--- config.mk ---
export PLATFORM = sky130hd
export DESIGN_NAME = plob_front_flat
export DESIGN_NICKNAME = d
export VERILOG_FILES = /design/src/design/plob_pkg.sv /design/src/design/plob_if.sv /design/src/design/plob_front.sv /design/src/flat_wrapper.sv
export SDC_FILE = /design/constraint.sdc
export NUM_CORES = 1
export LEC_CHECK = 0
export BUFFER_PORTS_ARGS = -buffer_cell sky130_fd_sc_hd__buf_2
export CORE_MARGIN = 3
export CORE_UTILIZATION = 48
export CTS_CLUSTER_SIZE = 40
export DETAILED_ROUTE_END_ITERATION = 12
export PLACE_DENSITY = 0.81
export SLEW_MARGIN = 20
export SYNTH_ARGS = -nofsm -noshare
export SYNTH_HDL_FRONTEND = slang
export SYNTH_SLANG_ARGS = --single-unit
export TNS_END_PERCENT = 10
--- constraint.sdc ---
create_clock -name clk -period 3.5 [get_ports clk]
set_input_delay 0.175 -clock clk [delete_from_list [all_inputs] [get_ports clk]]
set_output_delay 0.175 -clock clk [all_outputs]
set_load 0.01 [all_outputs]
--- src/design/plob_pkg.sv ---
`timescale 1ns / 1ps
package plob_pkg;

  localparam logic [1:0] FN_ADD      = 2'd0;
  localparam logic [1:0] FN_CANCEL   = 2'd1;
  localparam logic [1:0] FN_MODIFY   = 2'd2;
  localparam logic [1:0] FN_RESERVED = 2'd3;

  // Widest level index that any supported book depth needs.
  localparam int LVL_MAXW = 16;

  // Configuration port: one register, selected by paddr[2].
  localparam int         CFG_AW           = 3;
  localparam logic       REG_LOWEST_PRICE = 1'b0;

  typedef struct packed {
    logic [1:0]          func;
    logic [11:0]         order_id;
    logic                id_ok;
    logic                side;
    logic [LVL_MAXW-1:0] lvl;
    logic                in_range;
    logic                qty_zero;
    logic [23:0]         qty;
  } cmd_t;

endpackage

--- src/design/plob_if.sv ---
`timescale 1ns / 1ps
interface plob_in_if;
  logic        valid;
  logic        ready;
  logic [1:0]  func;
  logic [11:0] order_id;
  logic        side;
  logic [31:0] price;
  logic [23:0] quantity;

  modport source(output valid, func, order_id, side, price, quantity, input ready);
  modport sink(input valid, func, order_id, side, price, quantity, output ready);
endinterface


--- src/design/plob_front.sv ---
`timescale 1ns / 1ps
module plob_front #(
  parameter int NUM_LEVELS  = 1024,
  parameter int ORDER_SLOTS = 4096
) (
  input  logic            clk,
  input  logic            rst_n,
  plob_in_if.sink         in_ch,
  input  logic [31:0]     lowest_price,
  input  logic            busy,
  output logic            push_valid,
  input  logic            push_ready,
  output plob_pkg::cmd_t  push_cmd
);

  logic           valid_r, valid_nxt;
  plob_pkg::cmd_t cmd_r, cmd_nxt;
  logic           accept;
  logic [31:0]    diff;

  // Decode the word into a command with its checks already worked out.
  always_comb begin
    diff             = in_ch.price - lowest_price;
    cmd_nxt.func     = in_ch.func;
    cmd_nxt.order_id = in_ch.order_id;
    cmd_nxt.id_ok    = {5'd0, in_ch.order_id} < 17'(ORDER_SLOTS);
    cmd_nxt.side     = in_ch.side;
    cmd_nxt.lvl      = diff[plob_pkg::LVL_MAXW-1:0];
    cmd_nxt.in_range = {1'b0, diff} < 33'(NUM_LEVELS);
    cmd_nxt.qty_zero = (in_ch.quantity == 24'd0);
    cmd_nxt.qty      = in_ch.quantity;
  end

  assign in_ch.ready = !busy && (!valid_r || push_ready);
  assign accept      = in_ch.valid && in_ch.ready;
  assign push_valid  = valid_r;
  assign push_cmd    = cmd_r;

  always_comb begin
    valid_nxt = valid_r;
    if (accept) begin
      valid_nxt = 1'b1;
    end else if (push_ready) begin
      valid_nxt = 1'b0;
    end
  end

  always_ff @(posedge clk) begin
    if (!rst_n) begin
      valid_r <= 1'b0;
    end else begin
      valid_r <= valid_nxt;
    end
  end

  always_ff @(posedge clk) begin
    if (accept) begin
      cmd_r <= cmd_nxt;
    end
  end

endmodule

--- src/flat_wrapper.sv ---
// flat-port wrapper written by rule: the top's interface ports become plain ports
module plob_front_flat 
#(
  parameter int NUM_LEVELS  = 1024,
  parameter int ORDER_SLOTS = 4096
)
  (clk, rst_n, lowest_price, busy, push_valid, push_ready, push_cmd, in_ch_valid, in_ch_func, in_ch_order_id, in_ch_side, in_ch_price, in_ch_quantity, in_ch_ready);
  plob_in_if in_ch_i ();
  input  logic clk;
  input  logic rst_n;
  input  logic [31:0] lowest_price;
  input  logic busy;
  output logic push_valid;
  input  logic push_ready;
  output plob_pkg::cmd_t push_cmd;
  input wire logic [$bits(in_ch_i.valid)-1:0] in_ch_valid;
  input wire logic [$bits(in_ch_i.func)-1:0] in_ch_func;
  input wire logic [$bits(in_ch_i.order_id)-1:0] in_ch_order_id;
  input wire logic [$bits(in_ch_i.side)-1:0] in_ch_side;
  input wire logic [$bits(in_ch_i.price)-1:0] in_ch_price;
  input wire logic [$bits(in_ch_i.quantity)-1:0] in_ch_quantity;
  output wire logic [$bits(in_ch_i.ready)-1:0] in_ch_ready;
  assign in_ch_i.valid = in_ch_valid;
  assign in_ch_i.func = in_ch_func;
  assign in_ch_i.order_id = in_ch_order_id;
  assign in_ch_i.side = in_ch_side;
  assign in_ch_i.price = in_ch_price;
  assign in_ch_i.quantity = in_ch_quantity;
  assign in_ch_ready = in_ch_i.ready;
  plob_front #(.NUM_LEVELS(NUM_LEVELS), .ORDER_SLOTS(ORDER_SLOTS)) u_core (.clk(clk), .rst_n(rst_n), .in_ch(in_ch_i), .lowest_price(lowest_price), .busy(busy), .push_valid(push_valid), .push_ready(push_ready), .push_cmd(push_cmd));
endmodule
==> key figures <==
Outcome
  – Result of the run: finished, final reports clean

Critical path
  – Worst setup path start: in_ch_price[0]
  – Type of destination of the critical path: flip-flop
  – Slowest-stage cell, CP: fa_1
  – Required time of the critical path: 3.65 ns
  – R2r startpoint: u_core.push_valid
  – Critical path peak fanout: 4
  – Critical path start-end classification: in -> reg
  – Critical path arrival: 3.11 ns
  – Sort of element at the start of the critical path: input port
  – Largest stage delay on the critical path: 0.39 ns
  – R2r worst-path depth: 4
  – Cell breakdown of the critical path: buf_2 > inv_1 > ha_1 > inv_1 > fa_1 > a21o_1 > a221o_1 > a31o_1 > a221o_1 > a21oi_2 > xnor2_1 > a2111oi_2 > o2111ai_1 > nor3_1

Synth
  – Net count after synthesis: 499
  – Number of warning messages in the yosys log: 0
  – Per-instance average area after synthesis: 10.4 um2
  – Top-area cell type share of the netlist area: 0.458
  – Post-synth cell types: 56
  – Proportion of synthesized flip-flops having asynchronous set or reset: 0
  – Number of synthesized register bits: 58
  – Number of synthesized flops with an enable pin: 57
  – Sequential-to-total area share from yosys stat: 0.463
  – Dominant cell type by area after synthesis: edfxtp_1
  – Top area cells in the synthesized netlist: edfxtp_1 (46%), ha_1 (10%), inv_1 (3.6%)
  – Primary flip-flop cell chosen by synthesis mapping: edfxtp_1
  – Synthesized cell area: 3740 um2
  – Number of cells produced by synthesis: 359

Floorplanning
  – Starting density of the core: 0.505
  – Horizontal die dimension: 94.3 um
  – Core Area: 7410 um2
  – Die Outline Area: 8880 um2
  – I/O Pins: 168
  – DIE HEIGHT: 94.3 um
  – Number of cell rows: 31

Clock network
  – Setup bufs post-CTS: 0
  – CTS tree: done
  – Buffer type at the clock tree root: clkbuf_8
  – Hold-fix buffers, CTS: 0
  – Resized cells post-CTS: 0
  – Clock-pin slew on the worst setup and hold paths: 0.07 ns
  – Number of buffers on the longest clock path: 2
  – Clock tree sinks: 58
  – Clock buffers created by TritonCTS: 9
  – Clock insertion delay at the later pin of the skew report: 0.33 ns
  – H-tree depth reported by CTS: 3

Drt
  – Routed wire length per instance: 14.9 um
  – Iter 0 DRT Violations: 155
  – Residual DRC: 0
  – Final routed wirelength across all metal layers: 9480 um
  – Count of TritonRoute iterations in the first routing pass: 5
  – Total number of vias: 3455
  – Antenna Violating Nets Remaining: 0
  – Avg Vias per Cell: 5.43

Power
  – Leakage power figure: 2.24 nW
  – Largest voltage drop on the vdd net: 0.170 mV
  – Power density cells: 391 nW/um2

STA
  – Setup WS post-layout: 0.546 ns
  – Final setup TNS: 0 ns
  – Fmax: 0.339 GHz
  – Unrepaired setup endpoints after global routing: no
  – Final worst-path cycle share: 0.844
  – Final Hold Viols: 0
  – Final-layout worst hold slack: 0.0205 ns
  – Clock skew: 0.0134 ns
  – Period minus WS final: 2.95 ns
  – Worst-margin pin slew: 0.604 ns
  – Final count of negative-setup-slack endpoints: 0
  – Max Slew Vio Count: 0
  – Worst rel slew slack: 0.587

Global route
  – Pin count of the biggest net entering global routing: 32
  – Initial antenna violation count: 0
  – Met2 demand-to-capacity share in global routing: 0.359
  – Tot GR Track Use: 0.206
  – Routing usage on met3: 0.0401
  – Via count of the first global-routing pass: 3208
  – Global Route met1 Usage: 0.251
  – Most Used Layer, Global Route: met2
  – Final global-route overflow total: 0
  – Wire length of the first global-routing pass: 14400 um

Place
  – Placed wire-length estimate: 7920 um
  – Number of buffers added on ports: 166
  – Number of placed instances, taps included: 620
  – Post-placement setup slack: 0.244 ns
  – Final Wtd Congestion: 0.892

Flow run
  – Count of max-cap constraint violations: 0

Final layout
  – Proportion of layout cells with a drive suffix above 1: 0.354
  – Final std cells w/o fill: 636
  – Final antenna diode count: 0
  – Fill cell total of the finished layout: 582
  – Number of nets in the finished design: 672
  – Layout-stage area growth over the synthesis result: 30.3%

Hold path
  – Launch point of the worst hold path: in_ch_order_id[1]
  – Class of the tightest hold or removal check: in -> reg
  – Count of cells along the worst hold path: 1
-- cell type report --
| type | instances | area [um2] | area share |
|---|---|---|---|
| flip-flops and latches | 58 | 1730 | 0.356 |
| multi-input cells | 260 | 1850 | 0.379 |
| clock buffers | 9 | 124 | 0.0254 |
| inverters | 36 | 135 | 0.0277 |
| clock inverters | 7 | 70.1 | 0.0144 |
| well taps | 99 | 124 | 0.0254 |
| repair buffers | 167 | 838 | 0.172 |
-- metrics by stage --
stage	power, mW	util	area (um2)
floorplan	1.17	-	3740
global placement	1.33	0.631	4680
detailed placement	1.34	0.631	4680
CTS	1.92	0.657	4870
global route	2.01	0.657	4870
finish	1.91	0.657	4870
-- report_power, final --
part           switching (mW)  leakage, nW  internal [mW]
Combinational           0.289         1.60          0.216
Sequential            0.00797        0.540          0.816
Clock                   0.251       0.0990          0.326
-- cells in the final DEF, fill, tap and decap left out, types with 7 or more instances in the layout --
cell / Yosys / final
a21o_1: 12 / 12
a21oi_1: 26 / 26
buf_2: 2 / 166
clkbuf_8: 0 / 9
edfxtp_1: 57 / 57
ha_1: 31 / 31
inv_1: 36 / 36
nand2_1: 28 / 28
nand2b_1: 7 / 7
nand3_1: 8 / 8
nand4_1: 7 / 7
nor2_1: 19 / 19
nor3_1: 7 / 7
nor4_1: 7 / 7
o21a_1: 7 / 7
o21ai_0: 14 / 14
xnor2_1: 11 / 11
xor2_1: 8 / 8
-- routing by layer --
layer	share of wire	wire length, um
met2	0.49	4680
met5	0	0
met1	0.40	3810
met3	0.092	869
met4	0.013	125
-- synth_stat cells (3+ instances only) --
master     n
o21bai_1   4
nand2b_1   7
xnor2_1   11
and3_1     6
nand2_1   28
nand4_1    7
o22ai_1    3
a211oi_1   6
nor2_1    19
ha_1      31
o21a_1     7
edfxtp_1  57
o221ai_1   3
xor2_1     8
nor4_1     7
inv_1     36
o21ai_0   14
a21o_1    12
a21oi_1   26
and2_1     3
o211ai_1   4
a311oi_1   3
nor3_1     7
nand3_1    8
a31oi_1    3
-- sequential cells by signal (all words and copies together), names as in the netlist --
signal,cells
u_core.push_valid,1
u_core.push_cmd,57
-- logic make-up after synthesis --
kind of cell,count (synthesis),synth area share
and+or+nand+nor,104,0.142
AOI/OAI and AO/OA,103,0.195
DFF,58,0.463
buffers and inverters,41,0.0428
adders and majority gates,32,0.109
xor gates and xnor gates,19,0.0445
other,1,0.00100
muxes,1,0.00301
-- worst paths after layout --
| path | slack [ns] | to |
|---|---|---|
| max reg2reg | 1.54 | u_core.push_cmd[50] |
| min reg2reg | 0.68 | u_core.push_valid |
| max | 0.55 | u_core.push_cmd[25] |
| min | 0.02 | u_core.push_cmd[45] |
-- critical path, delay by kind of cell --
kind,cells,cell delay (ns)
AO/OA/AOI/OAI,7,1.85
XOR/XNOR,1,0.11
AND/OR/NAND/NOR,1,0.24
buffers and inverters,3,0.19
adder cells (fa/ha/maj),2,0.54
Note: power is estimated with default switching activity, not from simulation.
