$ cat src/design/plob_pkg.sv
`timescale 1ns / 1ps
package plob_pkg;

  localparam logic [1:0] FN_ADD      = 2'd0;
  localparam logic [1:0] FN_CANCEL   = 2'd1;
  localparam logic [1:0] FN_MODIFY   = 2'd2;
  localparam logic [1:0] FN_RESERVED = 2'd3;

  // Widest level index that any supported book depth needs.
  localparam int LVL_MAXW = 16;

  // Configuration port: one register, selected by paddr[2].
  localparam int         CFG_AW           = 3;
  localparam logic       REG_LOWEST_PRICE = 1'b0;

  typedef struct packed {
    logic [1:0]          func;
    logic [11:0]         order_id;
    logic                id_ok;
    logic                side;
    logic [LVL_MAXW-1:0] lvl;
    logic                in_range;
    logic                qty_zero;
    logic [23:0]         qty;
  } cmd_t;

endpackage

$ cat src/design/plob_queue.sv
`timescale 1ns / 1ps
module plob_queue (
  input  logic           clk,
  input  logic           rst_n,
  input  logic           push_valid,
  output logic           push_ready,
  input  plob_pkg::cmd_t push_cmd,
  output logic           pop_valid,
  input  logic           pop,
  output plob_pkg::cmd_t pop_cmd
);

  plob_pkg::cmd_t ent_r [2];
  logic           wp_r, wp_nxt, rp_r, rp_nxt;
  logic [1:0]     cnt_r, cnt_nxt;
  logic           do_push, do_pop;

  assign push_ready = (cnt_r != 2'd2);
  assign pop_valid  = (cnt_r != 2'd0);
  assign pop_cmd    = ent_r[rp_r];
  assign do_push    = push_valid && push_ready;
  assign do_pop     = pop && pop_valid;

  always_comb begin
    wp_nxt  = do_push ? !wp_r : wp_r;
    rp_nxt  = do_pop ? !rp_r : rp_r;
    cnt_nxt = cnt_r + 2'(do_push) - 2'(do_pop);
  end

  always_ff @(posedge clk) begin
    if (!rst_n) begin
      wp_r  <= 1'b0;
      rp_r  <= 1'b0;
      cnt_r <= 2'd0;
    end else begin
      wp_r  <= wp_nxt;
      rp_r  <= rp_nxt;
      cnt_r <= cnt_nxt;
    end
  end

  always_ff @(posedge clk) begin
    if (do_push) begin
      ent_r[wp_r] <= push_cmd;
    end
  end

endmodule

$ cat config.mk
export PLATFORM = sky130hd
export DESIGN_NAME = plob_queue
export DESIGN_NICKNAME = d
export VERILOG_FILES = /design/src/design/plob_pkg.sv /design/src/design/plob_queue.sv
export SDC_FILE = /design/constraint.sdc
export NUM_CORES = 1
export LEC_CHECK = 0
export BUFFER_PORTS_ARGS = -buffer_cell sky130_fd_sc_hd__buf_4
export CAP_MARGIN = 20
export CORE_MARGIN = 3
export CORE_UTILIZATION = 40
export DETAILED_ROUTE_END_ITERATION = 8
export PLACE_DENSITY = 0.63
export SYNTH_ARGS = -nofsm -noshare
export SYNTH_HDL_FRONTEND = slang
export SYNTH_SLANG_ARGS = --single-unit
$ cat constraint.sdc
create_clock -name clk -period 2.4 [get_ports clk]
set_input_delay 0.48 -clock clk [delete_from_list [all_inputs] [get_ports clk]]
set_output_delay 0.48 -clock clk [all_outputs]
set_load 0.02 [all_outputs]
==> results of run 1 <==
## logic make-up after synthesis
logic type	after synthesis	share of synthesized area (%)
flip-flops	121	80.6
multiplexers	58	14.7
AND/OR/NAND/NOR	15	2.05
buffers and inverters	8	1.18
AO/OA/AOI/OAI	6	0.985
XOR/XNOR	1	0.197
adder cells (fa/ha/maj)	1	0.281
## through the flow
step                setup slack [ps]  power, W  hold slack [ps]  area, sq um  instances
global route                     124   0.00713              125         6220        498
finish                           210   0.00683              161         6220        498
CTS                              163   0.00692              131         6220        498
floorplan                       39.6   0.00348              472         4450        210
global placement                 705   0.00408              487         5560        466
detailed placement               660   0.00409              502         5560        466
## cells in the final DEF, fill, tap and decap left out, types with 2 or more instances in the layout
cell type,n
buf_12,3
buf_4,123
bufinv_16,6
clkbuf_16,16
clkinv_4,3
clkinvlp_4,2
dfxtp_1,4
edfxtp_1,116
inv_6,2
mux2_1,58
nor2_1,4
## power by group
group          switching [W]  internal (W)
Sequential         0.0000569       0.00257
Clock               0.000902       0.00190
Combinational       0.000771      0.000628
## worst min-delay path by stage
stage | start | cells past startpoint | endpoint
final | push_cmd[9] | 1 | ent_r[0][9]
after global routing | push_cmd[48] | 1 | ent_r[0][48]
after CTS | push_cmd[9] | 1 | ent_r[1][9]
after detailed placement | rp_r | 2 | rp_r
after global placement | rp_r | 2 | rp_r
after floorplan | rp_r | 2 | register
## layer usage
metal	track usage, %	vias to the layer above
met4	6.33	0
li1	-	1115
met1	16.1	1140
met2	21.9	86
met5	0	-
met3	5.49	14
## worst reg2reg max path: cells and delay by family, from the launching register on
kind	cells	cell delay [ps]
DFF	1	420
buffers and inverters	2	580
and+or+nand+nor	2	330
## layout make-up
class                           instances  area, sq um  share of cell area [%]
Inverter                                2         7.51                   0.121
Timing Repair Buffer                  126          983                    15.8
Tap cell                              136          170                    2.74
Clock buffer                           18          418                    6.72
Multi-Input combinational cell         81          811                    13.0
Clock inverter                         14          244                    3.92
Sequential cell                       121         3580                    57.6
## state kept, by name (all words and copies together), names as in the netlist, named ones only
register	cells
wp_r	1
cnt_r	2
ent_r	116
rp_r	1
==> impl_metrics.tcl, run 1 <==
set metrics [dict create \
    max_freq_mhz 457 \
    top_layer_used "met4" \
    async_flop_share_pct 0 \
    coreArea_sq_mm 0.0106 \
    path_buf_inv 2 \
    ant_nets 0 \
    postCtsSetupRepairBufs 0 \
    netlist_top_cells_area "edfxtp_1 78%, mux2_1 15%, dfxtp_1 2.3%" \
    vdd_drop_max_v 0.000552 \
    rr_worst_depth 4 \
    antenna_found_initial 0 \
    hold_violations 0 \
    ctsRootBufferMaster "clkbuf_8" \
    overflow 0 \
    cts_tree "done" \
    p_leak_nw 2.37 \
    vias 2355 \
    dp_hpwl_mm 5.17 \
    track_usage_pct 13.6 \
    critPathMaxStageDelay_ps 380 \
    wl_mm 8.05 \
    start_util_pct 42.1 \
    status "completed" \
    ys_ff_latch 121 \
    clock_latency_ps 500 \
    synth-edff-count 116 \
    dieArea_sq_mm 0.0124 \
    crit_path_cell_trace "buf_4, mux2_1, buf_4" \
    timing.rr.end "ent_r[0][57]" \
    rows 37 \
    relSlewSlack_pct 75.5 \
    firstDrtPassIters 4 \
    powerDensity_mw_per_mm2 1100 \
    numPortBuffers 121 \
    wl_per_cell_microns 16.2 \
    arrival_ps 1710 \
    rrSetupSlack_ps 710 \
    cp_slowest_cell "mux2_1" \
    start_kind "register" \
    htree_levels 4 \
    clock_skew_ps 6.59 \
    synth_area_sq_mm 0.00445 \
    synth_common_cells "116 x edfxtp_1, 58 x mux2_1, 5 x dfxtp_1, 4 x nor2_1, 3 x buf_2" \
    cpLargestDelayFamily "buffers and inverters" \
    yosys_most_used_dff "edfxtp_1" \
    synth_top_cell_area_share_pct 78.4 \
    fillerInstances 850 \
    postCtsHoldBufs 0 \
    die_w_microns 111 \
    io_pins 122 \
    setup_violations 0 \
    synth-seq-area-share_pct 80.6 \
    synth_cell_types 26 \
    grt_max_degree 48 \
    synthToLayoutAreaGrowth_pct 39.9 \
    clk_pin_slew_ps 60 \
    drv_cap 0 \
    crit_top_cell "buf_4" \
    crit_cells 3 \
    r2r_start "cnt_r[0]" \
    syn_nets 273 \
    cts_resized 0 \
    cp.required_ps 1920 \
    met1_length_mm 3.42 \
    avgViaCountPerCell 4.73 \
    path_class "reg -> out" \
    hold_path.class "in -> reg" \
    numCtsBuffers 17 \
    synth-warning-count 0 \
    cts_sinks 121 \
    worst_slew_pin_slew_ps 363 \
    drv_slew 0 \
    wl_met2_mm 3.94 \
    syn_avg_cell_area_sq_um 21.2 \
    drive_above_1_share_pct 44.5 \
    rsz0062_at_grt "false" \
    met3_length_microns 534 \
    synth_most_common_cell "edfxtp_1" \
    grt_pass1_wl_mm 12.9 \
    final_nets 412 \
    cts.path.max_buffers 2 \
    crit_end "pop_cmd[12]" \
    endpoint_kind "output port" \
    cp_max_fo 23 \
    synth_largest_area_cell "edfxtp_1" \
    utilization_pct 58.9 \
    tns_ps 0 \
    diodes 0 \
    globalplace.congestion 0.688 \
    fin_crit_sh_pct 91.3 \
    drt_iter0_drc 94 \
    grt_pass1_vias 2550 \
    remaining_drc_errors 0 \
    syn_inst 210 \
    fin_crit_ps 2190 \
    die_h_microns 111 \
]
No activity file was read; power rests on OpenSTA's default activity.
==> inputs of run 2 (changes only) <==
Settings changed: PLACE_DENSITY 0.63 to 0.61.
Clock period 2.4 ns to 2.77 ns, I/O delays scaled along.
==> impl_metrics.tcl, run 2 (synthesis results as in run 1) <==
set metrics [dict create \
    crit_path_cell_trace "buf_12, mux2_1, buf_4" \
    postCtsSetupRepairBufs 0 \
    rows 37 \
    track_usage_pct 12.6 \
    power_w 0.00569 \
    r2r_start "cnt_r[0]" \
    wl_per_cell_microns 15.6 \
    max_freq_mhz 434 \
    path_class "reg -> out" \
    hold_path.class "in -> reg" \
    hold_violations 0 \
    top_register "ent_r" \
    drt_iter0_drc 57 \
    grt_max_degree 59 \
    htree_levels 4 \
    rr_worst_depth 3 \
    relSlewSlack_pct 67.6 \
    coreArea_sq_mm 0.0106 \
    cp.required_ps 2220 \
    tns_ps 0 \
    numCtsBuffers 17 \
    synthToLayoutAreaGrowth_pct 38.5 \
    remaining_drc_errors 0 \
    powerDensity_mw_per_mm2 925 \
    fin_crit_ps 2310 \
    critPathMaxStageDelay_ps 410 \
    cts_resized 0 \
    crit_end "pop_cmd[57]" \
    drv_cap 0 \
    p_leak_nw 2.33 \
    setup_slack_ps 464 \
    status "completed" \
    layout_common_cells "121 x buf_4, 116 x edfxtp_1, 58 x mux2_1" \
    cpLargestDelayFamily "buffers and inverters" \
    crit_cells 3 \
    dp_hpwl_mm 5.01 \
    clk_pin_slew_ps 60 \
    largest_register_ffs 116 \
    cp_max_fo 58 \
    start_kind "register" \
    setup_violations 0 \
    clock_skew_ps 6.72 \
    numPortBuffers 121 \
    grt_use_met1_pct 16.2 \
    overflow 0 \
    rrSetupSlack_ps 990 \
    grt_pass1_vias 2430 \
    ctsRootBufferMaster "clkbuf_8" \
    timing.rr.end "ent_r[1][4]" \
    post-place-ws_ps 901 \
    whs_path_depth 1 \
    grt_pass1_wl_mm 12.0 \
    clock_latency_ps 500 \
    io_pins 122 \
    stdcell_area_sq_mm 0.00616 \
    antenna_found_initial 0 \
    dieArea_sq_mm 0.0124 \
    cp_slowest_cell "mux2_1" \
    avgViaCountPerCell 4.67 \
    vias 2317 \
    cts.path.max_buffers 2 \
    ant_nets 0 \
    final_nets 410 \
    die_h_microns 111 \
    start_util_pct 42.1 \
    globalplace.congestion 0.701 \
    path_buf_inv 2 \
    cts_sinks 121 \
    arrival_ps 1750 \
    firstDrtPassIters 4 \
    busiest_layer "met2" \
    vdd_drop_max_v 0.000511 \
    fin_crit_sh_pct 83.2 \
    mostFrequentLayoutCell "buf_4" \
    drive_above_1_share_pct 44.2 \
    largestRegisters "ent_r x116, cnt_r x2" \
    postCtsHoldBufs 0 \
    wl_mm 7.73 \
    diodes 0 \
    rsz0062_at_grt "false" \
    worst_slew_pin_slew_ps 486 \
    cts_tree "done" \
    endpoint_kind "output port" \
    met2_usage_pct 19.0 \
    die_w_microns 111 \
    dpl_cell_area_sq_mm 0.00554 \
    drv_slew 0 \
    gr-usage-met3_pct 4.89 \
]
-- run 2: cell types whose count changed in the layout (fill, tap and decap cells not counted), sizes merged --
| cell | delta |
|---|---|
| buf | -2 |
| bufinv | -2 |
| clkinv | +1 |
| clkinvlp | +1 |
-- run 2: through the flow --
| stage | hold slack (ps) | cells | util [%] |
|---|---|---|---|
| 6_report | 241 | 496 | 58.3 |
| 5_1_grt | 209 | 496 | 58.3 |
| 4_1_cts | 212 | 496 | 58.3 |
| 3_5_place_dp | 499 | 464 | 52.5 |
| 3_3_place_gp | 487 | 464 | 52.5 |
| 2_1_floorplan | 472 | 210 | - |
-- run 2: how the worst min path moves through the flow --
stage,startpoint,to,slack (ps)
3_3_place_gp,rp_r,rp_r,490
5_1_grt,push_cmd[52],ent_r[1][52],210
4_1_cts,push_cmd[8],ent_r[0][8],210
2_1_floorplan,rp_r,register,470
3_5_place_dp,rp_r,rp_r,500
6_report,push_cmd[49],ent_r[0][49],240
-- run 2: layout make-up --
type	instances	area (sq um)
fill	852	4400
timing repair buffer	124	968
inverter	2	7.51
clock inverter	14	196
clock buffer	18	418
tap	136	170
multi-input combinational	81	811
sequential	121	3580
-- run 2: routing by layer --
metal | up-vias | share of wire [%]
met5 | - | 0
met4 | 0 | 0.76
met3 | 6 | 7.0
met2 | 87 | 49
met1 | 1120 | 44
li1 | 1104 | -
-- run 2: where the power goes --
group,internal [W],switching (W),total (W)
Combinational,0.000537,0.000670,0.00121
Clock,0.00147,0.000753,0.00222
Sequential,0.00222,0.0000462,0.00227
Total,0.00422,0.00147,0.00569
